===== config.mk =====
export PLATFORM = sky130hd
export DESIGN_NAME = rotation_matrix_to_quaternion
export DESIGN_NICKNAME = d
export VERILOG_FILES = /design/src/rtl/core/rm2q_pkg.sv /design/src/rtl/core/rotation_matrix_to_quaternion.sv
export SDC_FILE = /design/constraint.sdc
export NUM_CORES = 2
export LEC_CHECK = 0
export BUFFER_PORTS_ARGS = -buffer_cell sky130_fd_sc_hd__buf_4
export CAP_MARGIN = 20
export CORE_MARGIN = 5
export CORE_UTILIZATION = 33
export CTS_CLUSTER_SIZE = 10
export DETAILED_ROUTE_END_ITERATION = 12
export GPL_TIMING_DRIVEN = 0
export PLACE_DENSITY = 0.51
export SKIP_CTS_REPAIR_TIMING = 1
export SLEW_MARGIN = 5
export SYNTH_ARGS = -nofsm -noshare
export SYNTH_HDL_FRONTEND = slang
export SYNTH_MEMORY_MAX_BITS = 65536
export SYNTH_SLANG_ARGS = --single-unit

===== constraint.sdc =====
create_clock -name clk -period 81.8 [get_ports clk]
set_input_delay 12.27 -clock clk [delete_from_list [all_inputs] [get_ports clk]]
set_output_delay 12.27 -clock clk [all_outputs]
set_load 0.01 [all_outputs]

===== src/rtl/core/rm2q_pkg.sv =====
package rm2q_pkg;

    // Field widths of the matrix elements and the quaternion parts.
    localparam int ELEM_W   = 16;
    localparam int NUM_ELEM = 9;
    localparam int QW_W     = 15;
    localparam int QXYZ_W   = 16;

    // Packed stream widths, padded to whole bytes.
    localparam int IN_DATA_W  = ELEM_W * NUM_ELEM;
    localparam int OUT_DATA_W = 64;

    // Largest magnitude a quaternion part may take.
    localparam logic [QW_W-1:0] MAG_MAX = 15'h7fff;

    // Lane order of the four root units.
    localparam int LANE_W = 0;
    localparam int LANE_X = 1;
    localparam int LANE_Y = 2;
    localparam int LANE_Z = 3;
    localparam int NUM_LANES = 4;

    // Sign flags of the vector part, carried alongside the roots.
    typedef struct packed {
        logic neg_x;
        logic neg_y;
        logic neg_z;
    } neg_flags_t;

endpackage


===== src/rtl/core/rotation_matrix_to_quaternion.sv =====
// Rotation matrix to unit quaternion, fixed point with FRAC_BITS fraction bits.
// Input channel s_axis_*: one item is a whole 3x3 matrix, nine signed elements
// packed in s_axis_tdata, row-major, element (0,0) in the lowest bits.
// Output channel m_axis_*: one item is the quaternion w, x, y, z.
// Each part is half the square root of one plus a signed sum of the diagonal,
// rounded down and saturated at 32767; x, y and z take the sign of the matching
// off-diagonal difference, positive when that difference is zero.
// RB = ceil((max(FRAC_BITS, 17) + 1 + FRAC_BITS) / 2) is the root width, 16 bits
// at FRAC_BITS = 14. The entry stage forms the diagonal sums, the
// restoring square root takes one stage per root bit (four lanes side by side),
// and the output stage saturates, applies the signs and registers the item.
// Throughput is one item per cycle while the receiver takes items.
// When the receiver stalls with a result waiting, the whole pipeline holds;
// items already inside are kept and the input drops s_axis_tready until the
// output register frees up, so nothing is lost or repeated.
// Reset clears all valid bits; the data registers are not reset.
module rotation_matrix_to_quaternion #(
    parameter int FRAC_BITS = 14
) (
    input  logic                               clk,
    input  logic                               rst_n,
    input  logic                               s_axis_tvalid,
    output logic                               s_axis_tready,
    // rot_00, rot_01, rot_02, rot_10, rot_11, rot_12, rot_20, rot_21, rot_22
    input  logic [rm2q_pkg::IN_DATA_W-1:0]     s_axis_tdata,
    output logic                               m_axis_tvalid,
    input  logic                               m_axis_tready,
    // quat_w (15), quat_x (16), quat_y (16), quat_z (16), one zero pad bit
    output logic [rm2q_pkg::OUT_DATA_W-1:0]    m_axis_tdata
);
    import rm2q_pkg::*;

    // Unsigned width of a clamped sum, its signed width, radicand and root widths.
    localparam int SW    = ((FRAC_BITS > 17) ? FRAC_BITS : 17) + 1;
    localparam int SSW   = SW + 1;
    localparam int RW    = SW + FRAC_BITS;
    localparam int RB    = (RW + 1) / 2;
    localparam int RADW  = 2 * RB;
    localparam int REMW  = RB + 2;
    localparam int CURW  = RB + 4;
    localparam int MAGW  = RB - 1;
    localparam int EXTW  = (MAGW > QXYZ_W) ? MAGW : QXYZ_W;

    localparam logic signed [SSW-1:0] ONE = SSW'(1) <<< FRAC_BITS;

    // Pipeline advances whenever the output register can take a new item.
    logic adv;
    assign adv           = !m_axis_tvalid || m_axis_tready;
    assign s_axis_tready = adv;

    // Stage registers: stage s holds the root after s iterations.
    logic                vld_reg  [0:RB];
    logic [RADW-1:0]     rad_reg  [0:RB][0:NUM_LANES-1];
    logic [REMW-1:0]     rem_reg  [0:RB][0:NUM_LANES-1];
    logic [RB-1:0]       root_reg [0:RB][0:NUM_LANES-1];
    neg_flags_t          neg_reg  [0:RB];

    // Unpack the matrix elements.
    logic signed [ELEM_W-1:0] rot [0:NUM_ELEM-1];
    for (genvar e = 0; e < NUM_ELEM; e++)
    begin : g_unpack
        assign rot[e] = s_axis_tdata[e*ELEM_W +: ELEM_W];
    end

    // Diagonal sums, sign-extended to the full sum width.
    logic signed [SSW-1:0] d0;
    logic signed [SSW-1:0] d1;
    logic signed [SSW-1:0] d2;
    logic signed [SSW-1:0] sum_next [0:NUM_LANES-1];
    logic [RADW-1:0]       rad_next [0:NUM_LANES-1];

    assign d0 = SSW'(rot[0]);
    assign d1 = SSW'(rot[4]);
    assign d2 = SSW'(rot[8]);

    assign sum_next[LANE_W] = ONE + d0 + d1 + d2;
    assign sum_next[LANE_X] = ONE + d0 - d1 - d2;
    assign sum_next[LANE_Y] = ONE - d0 + d1 - d2;
    assign sum_next[LANE_Z] = ONE - d0 - d1 + d2;

    // Clamp negative sums at zero and scale up by the fraction bits.
    for (genvar l = 0; l < NUM_LANES; l++)
    begin : g_rad
        logic [SW-1:0] clamped;
        assign clamped     = sum_next[l][SSW-1] ? '0 : sum_next[l][SW-1:0];
        assign rad_next[l] = RADW'({clamped, {FRAC_BITS{1'b0}}});
    end

    // Off-diagonal differences; only their signs are kept.
    logic signed [ELEM_W:0] dif_x;
    logic signed [ELEM_W:0] dif_y;
    logic signed [ELEM_W:0] dif_z;
    neg_flags_t             neg_next;

    assign dif_x = (ELEM_W+1)'(rot[7]) - (ELEM_W+1)'(rot[5]);
    assign dif_y = (ELEM_W+1)'(rot[2]) - (ELEM_W+1)'(rot[6]);
    assign dif_z = (ELEM_W+1)'(rot[3]) - (ELEM_W+1)'(rot[1]);

    assign neg_next.neg_x = dif_x[ELEM_W];
    assign neg_next.neg_y = dif_y[ELEM_W];
    assign neg_next.neg_z = dif_z[ELEM_W];

    // Entry stage valid bit.
    always_ff @(posedge clk or negedge rst_n)
    begin
        if (!rst_n)
        begin
            vld_reg[0] <= 1'b0;
        end
        else if (adv)
        begin
            vld_reg[0] <= s_axis_tvalid;
        end
    end

    // Entry stage payload.
    always_ff @(posedge clk)
    begin
        if (adv)
        begin
            neg_reg[0] <= neg_next;
            for (int l = 0; l < NUM_LANES; l++)
            begin
                rad_reg[0][l]  <= rad_next[l];
                rem_reg[0][l]  <= '0;
                root_reg[0][l] <= '0;
            end
        end
    end

    // Restoring square root, one result bit per stage in each lane.
    for (genvar s = 0; s < RB; s++)
    begin : g_stage

        always_ff @(posedge clk or negedge rst_n)
        begin
            if (!rst_n)
            begin
                vld_reg[s+1] <= 1'b0;
            end
            else if (adv)
            begin
                vld_reg[s+1] <= vld_reg[s];
            end
        end

        always_ff @(posedge clk)
        begin
            if (adv)
            begin
                neg_reg[s+1] <= neg_reg[s];
            end
        end

        for (genvar l = 0; l < NUM_LANES; l++)
        begin : g_lane
            logic [CURW-1:0] cur;
            logic [CURW-1:0] trial;
            logic [CURW:0]   diff;
            logic            take;

            // Bring down the next two radicand bits and try to subtract 4r+1.
            assign cur   = {rem_reg[s][l], rad_reg[s][l][RADW-1 -: 2]};
            assign trial = CURW'({root_reg[s][l], 2'b01});
            assign diff  = {1'b0, cur} - {1'b0, trial};
            assign take  = !diff[CURW];

            always_ff @(posedge clk)
            begin
                if (adv)
                begin
                    rad_reg[s+1][l]  <= rad_reg[s][l] << 2;
                    rem_reg[s+1][l]  <= take ? diff[REMW-1:0] : cur[REMW-1:0];
                    root_reg[s+1][l] <= {root_reg[s][l][RB-2:0], take};
                end
            end
        end
    end

    // Halve, saturate and apply the signs.
    logic [QW_W-1:0]   mag [0:NUM_LANES-1];
    for (genvar l = 0; l < NUM_LANES; l++)
    begin : g_mag
        logic [EXTW-1:0] half;
        assign half   = EXTW'(root_reg[RB][l][RB-1:1]);
        assign mag[l] = (half > EXTW'(MAG_MAX)) ? MAG_MAX : half[QW_W-1:0];
    end

    logic [QXYZ_W-1:0] qx_next;
    logic [QXYZ_W-1:0] qy_next;
    logic [QXYZ_W-1:0] qz_next;

    assign qx_next = neg_reg[RB].neg_x ? -{1'b0, mag[LANE_X]} : {1'b0, mag[LANE_X]};
    assign qy_next = neg_reg[RB].neg_y ? -{1'b0, mag[LANE_Y]} : {1'b0, mag[LANE_Y]};
    assign qz_next = neg_reg[RB].neg_z ? -{1'b0, mag[LANE_Z]} : {1'b0, mag[LANE_Z]};

    // Output register.
    logic                  out_vld_reg;
    logic [OUT_DATA_W-1:0] out_data_reg;

    always_ff @(posedge clk or negedge rst_n)
    begin
        if (!rst_n)
        begin
            out_vld_reg <= 1'b0;
        end
        else if (adv)
        begin
            out_vld_reg <= vld_reg[RB];
        end
    end

    always_ff @(posedge clk)
    begin
        if (adv)
        begin
            out_data_reg <= {1'b0, qz_next, qy_next, qx_next, mag[LANE_W]};
        end
    end

    assign m_axis_tvalid = out_vld_reg;
    assign m_axis_tdata  = out_data_reg;

endmodule

* Yosys cells after proc, flatten, opt, wreduce, memory -nomap -nowiden *
Memory sizes are Yosys's and may differ from the RTL's.
Cells that the tools add are included.

word-level totals
  memories = 4
  memory bits (read-only) = 0
  register bits after elaboration = 81
  RAM bits = 4,403
  word-level logic and storage cells = 253
  output and inout bits = 66
  bits in latches = 0

memories
  memory    depth  width  read ports  clocked after memory_dff  write ports  RTL line                             text
  rad_reg   17     120    16          0                         17           rotation_matrix_to_quaternion.sv:53  logic [RADW-1:0] rad_reg [0:RB][0:NUM_LANES-1];
  rem_reg   17     72     16          0                         17           rotation_matrix_to_quaternion.sv:54  logic [REMW-1:0] rem_reg [0:RB][0:NUM_LANES-1];
  root_reg  17     64     17          0                         17           rotation_matrix_to_quaternion.sv:55  logic [RB-1:0] root_reg [0:RB][0:NUM_LANES-1];
  neg_reg   17     3      17          0                         17           rotation_matrix_to_quaternion.sv:56  neg_flags_t neg_reg [0:RB];

operators by class
  divide/modulo/power cells = 0
  multipliers = 0
  eq/ne operators = 0
  mux-type cells = 76
  bitwise operators = 0
  order comparisons = 4
  shifts and indexed selects = 0
  reduce and logical (&&, ||, !) cells = 66
  $add $sub $neg = 80

operators by type and width
  operator                                               number
  subtractor 20 x 18 -> 21 bit                           64
  two-way mux 18 bit                                     68
  two-way mux 15 bit                                     6
  logical NOT 1 bit                                      65
  greater-than comparator 15 bit, second input constant  4
  subtractor 16 x 16 -> 17 bit                           3
  negation 15 -> 16 bit                                  3
  adder 18 x 16 -> 19 bit                                2
  subtractor 18 x 16 -> 19 bit                           2
  adder 17 x 16 -> 18 bit                                2
  subtractor 17 x 16 -> 18 bit                           2
  adder 16 x 16 -> 17 bit, first input constant          1
  subtractor 16 x 16 -> 17 bit, first input constant     1
  two-way mux 1 bit                                      2
  logical OR 1 bit                                       1

* Logic depth before layout (Yosys ltp) *
An unclocked memory read counts as a cell.

  word-level depth = 5
  mapped depth = 19
  gate-level depth less buffers = 17

* Worst setup path after synthesis *
No wires, ideal clock.

  path kind = input to output
  from = in m_axis_tready
  to = out s_axis_tready
  buffers on the path = 2
  arrival = 64.603 ns
  stages = 3
  data required time = 69.530 ns
  setup slack = 4.927 ns
  path through = nand2b_1 -> clkbuf_1 -> clkbuf_1

between the ends
  cells in the longest elaborated chain, start to end = 1

RTL lines
  item                RTL line                             text
  start: declaration  rotation_matrix_to_quaternion.sv:27  input logic m_axis_tready,
  logical OR 1 bit    rotation_matrix_to_quaternion.sv:48  assign adv = !m_axis_tvalid || m_axis_tready;
  end: declaration    rotation_matrix_to_quaternion.sv:23  output logic s_axis_tready,

Every way passes these cells.

* Worst setup path after layout *
Same ends and word-level chain as after synthesis.

==> qor.csv <==
stage,metric,value,unit
setup_path,Slowest cell on crit path,clkbuf_1,
routing,drt wl/cell,13.9,um
setup_path,worst setup path class,input pin to output port,
routing,final WL,171000,um
synth,synthesized area,97100,um^2
pwr,pwr dens,35.0,nW/um^2
floorplan,number of cell rows,199,
pwr,peak supply drop,17.8,uV
setup_path,Crit. End Element,output port,
global_route,first-pass GRT wire length,287000,um
routing,DRC errors left,0,
synth,Synth Instances,7793,
final_layout,share of cells above drive strength 1,0.0862,
global_route,initial antenna violation count,1,
global_route,vias in the first global route,58600,
place,Placer Congestion,0.864,
setup_path,"slowest stage delay, CP",0.41,ns
global_route,pin count of the biggest net entering global routing,71,
routing,via count,57300,
pwr,total internal power,2.68,mW
sta,fin. max-slew vios,0,
routing,drt first pass iters,6,
floorplan,I/O pin total,214,
floorplan,Starting Density,0.331,
setup_path,required time worst endpoint,69.53,ns
floorplan,core box area,294000,um^2
setup_path,startpoint types,input pin,
sta,Final Hold Viols,0,
synth,Synth cell types,87,
pwr,switching share of power,0.310,
worst_hold_path,hold depth,0,
final_layout,post-route cell area,111000,um^2
synth,fraction of registers with async set/reset,0.00928,
synth,Post-Synthesis Mean Instance Area,12.5,um^2
clocking,CTS Root Cell,clkbuf_16,
final_layout,"commonest non-fill, non-tap cell in the layout",edfxtp_1,
run,Max-Cap Viols,0,
place,Placement Cell Area,105000,um^2
synth,"Primary FF master, synth",edfxtp_1,
pwr,power share of the combinational group,0.290,
routing,Avg Vias per Cell,4.66,
status,status,completed,
clocking,clock sink total,1940,
place,I/O Buffers,212,
worst_hold_path,Hold Path Class,register to register,
place,post-placement cell count,12000,
final_layout,"commonest non-fill, non-tap cells in the layout","edfxtp_1 (1922), inv_1 (723), nor2_1 (604), ha_1 (588), nand2_1 (504)",
setup_path,Worst Path Arrival,15.50,ns
pwr,Net Switching,1.20,mW
pwr,P_leak,43.5,nW
setup_path,most frequent CP cell,buf_16,
clocking,clock-pin slew on the worst setup and hold paths,0.05,ns
setup_path,CP Buf/Inv Count,10,
floorplan,chip height,553,um
global_route,gr ovfl total,0,
synth,Yosys warnings,0,
floorplan,die width,553,um
clocking,H-tree depth,4,
global_route,Total GRT Usage,0.109,
synth,register area share after synthesis,0.599,
final_layout,Layout area overhead,14.3,%
final_layout,final net count,9103,
setup_path,WP depth,11,
synth,"EDFF count, synth",1922,
routing,first-iteration detailed-routing DRC count,3045,
floorplan,Die ar.,305000,um^2
clocking,TritonCTS clock tree,done,
sta,final setup vio count,0,
setup_path,worst reg-to-reg path cell count,13,
clocking,CTS buffer count,234,
sta,relative slew slack,0.342,
final_layout,post-route insts no fill,12300,
sta,final worst path period share,0.339,
clocking,worst skew pair latency,0.85,ns
pwr,register share of total power,0.480,
setup_path,"CP delay by family, top",buffers and inverters,
sta,Least-Margin Pin Slew,0.974,ns
sta,unrepaired setup endpoints after global routing,false,
synth,Yosys reg bits,1940,
final_layout,max reg flops,908,
setup_path,crit-path max FO,69,
sta,fin crit period,27.77,ns
routing,Routed Antenna Nets,0,
setup_path,CP cell instances,buf_4 -> nand2b_1 -> clkbuf_1 -> clkbuf_4 -> buf_16 -> buf_16 -> buf_16 -> buf_16 -> buf_16 -> buf_16 -> buf_4,
pwr,Clk pwr share,0.231,
place,hpwl dp,127000,um
clocking,Clock Tree Buf Depth,4,
sta,Fmax achieved,0.0360,GHz
sta,clock skew,0.0538,ns
kinds of logic (layout without fill, tap and decap cells):
kind of cell / after synthesis / in the layout / share of synthesized area
AO/OA/AOI/OAI: 1410 / 1410 / 0.0902
XOR/XNOR: 680 / 680 / 0.0613
multiplexers: 167 / 167 / 0.0190
flip-flops: 1940 / 1940 / 0.599
AND/OR/NAND/NOR: 2076 / 2076 / 0.104
adder cells (fa/ha/maj): 677 / 677 / 0.0941
buffers and inverters: 842 / 1424 / 0.0327
other: 1 / 6 / 0.0000386
layout make-up:
type | count | area [um^2]
multi-input combinational | 5015 | 35800
inverter | 725 | 2720
sequential | 1940 | 58200
buffer | 117 | 463
timing repair buffer | 245 | 2480
tap | 3919 | 4900
clock inverter | 44 | 274
clock buffer | 293 | 6190
antenna | 1 | 2.50
fill | 27600 | 183000
through the flow:
stage / worst slack, ns / hold slack [ns] / total power [mW] / util / setup TNS, ns
detailed placement: 53.98 / 0.405 / 3.02 / 0.356 / 0
CTS: 53.97 / 0.373 / 3.95 / 0.378 / 0
global route: 53.74 / 0.378 / 4.17 / 0.378 / 0
finish: 54.03 / 0.388 / 3.88 / 0.378 / 0
floorplan: 4.93 / 0.400 / 3.25 / - / 0
global placement: -19.48 / 0.402 / 3.73 / 0.353 / -8414.53
layer usage:
layer / vias to the layer above / wire length [um] / track usage
li1: 29200 / - / -
met1: 27000 / 77200 / 0.139
met2: 810 / 82000 / 0.189
met3: 338 / 6570 / 0.0181
met4: 0 / 4760 / 0.0356
met5: - / 0 / 0
power by group through the flow:
stage,Sequential (mW),Clock [mW],Combinational (mW)
floorplan,2.38,0,0.866
global placement,2.65,0,1.08
detailed placement,1.89,0,1.13
CTS,1.87,0.936,1.14
global route,1.91,0.977,1.28
finish,1.86,0.896,1.12
cell usage after synthesis (25+ instances only):
cell type,instances,area share
or2_2,33,0.0021
nand2b_1,130,0.0084
mux2_2,142,0.016
a31oi_1,37,0.0024
o21bai_1,43,0.0033
a21oi_1,400,0.021
mux2i_1,25,0.0026
o31ai_1,65,0.0050
o21ai_0,390,0.020
and2_1,36,0.0023
clkbuf_1,104,0.0040
nand3b_1,27,0.0021
o21a_1,130,0.010
or3_1,73,0.0047
nand3_1,70,0.0036
nand2_1,504,0.019
inv_1,723,0.028
nor3_1,245,0.013
or4_1,45,0.0035
fa_1,89,0.018
nor2b_1,91,0.0059
ha_1,588,0.076
edfxtp_1,1922,0.59
a21o_1,137,0.011
nor2_1,604,0.023
xnor2_1,353,0.032
and3_1,31,0.0020
xor2_1,327,0.029
nor4_1,102,0.0066
a211oi_1,32,0.0025
worst paths after layout:
kind,slack [ns],to,from
min in group asynchronous,11.32,vld_reg[4],rst_n
worst max register to register,77.88,rem_reg[14][10],rem_reg[13][0]
worst max-delay path,54.03,s_axis_tready,m_axis_tready
worst min-delay path,0.39,neg_reg[1][5],neg_reg[1][2]
worst min register to register,0.39,neg_reg[1][5],neg_reg[1][2]
max in group asynchronous,70.28,vld_reg[7],rst_n
(Power assumes the default switching activity.)
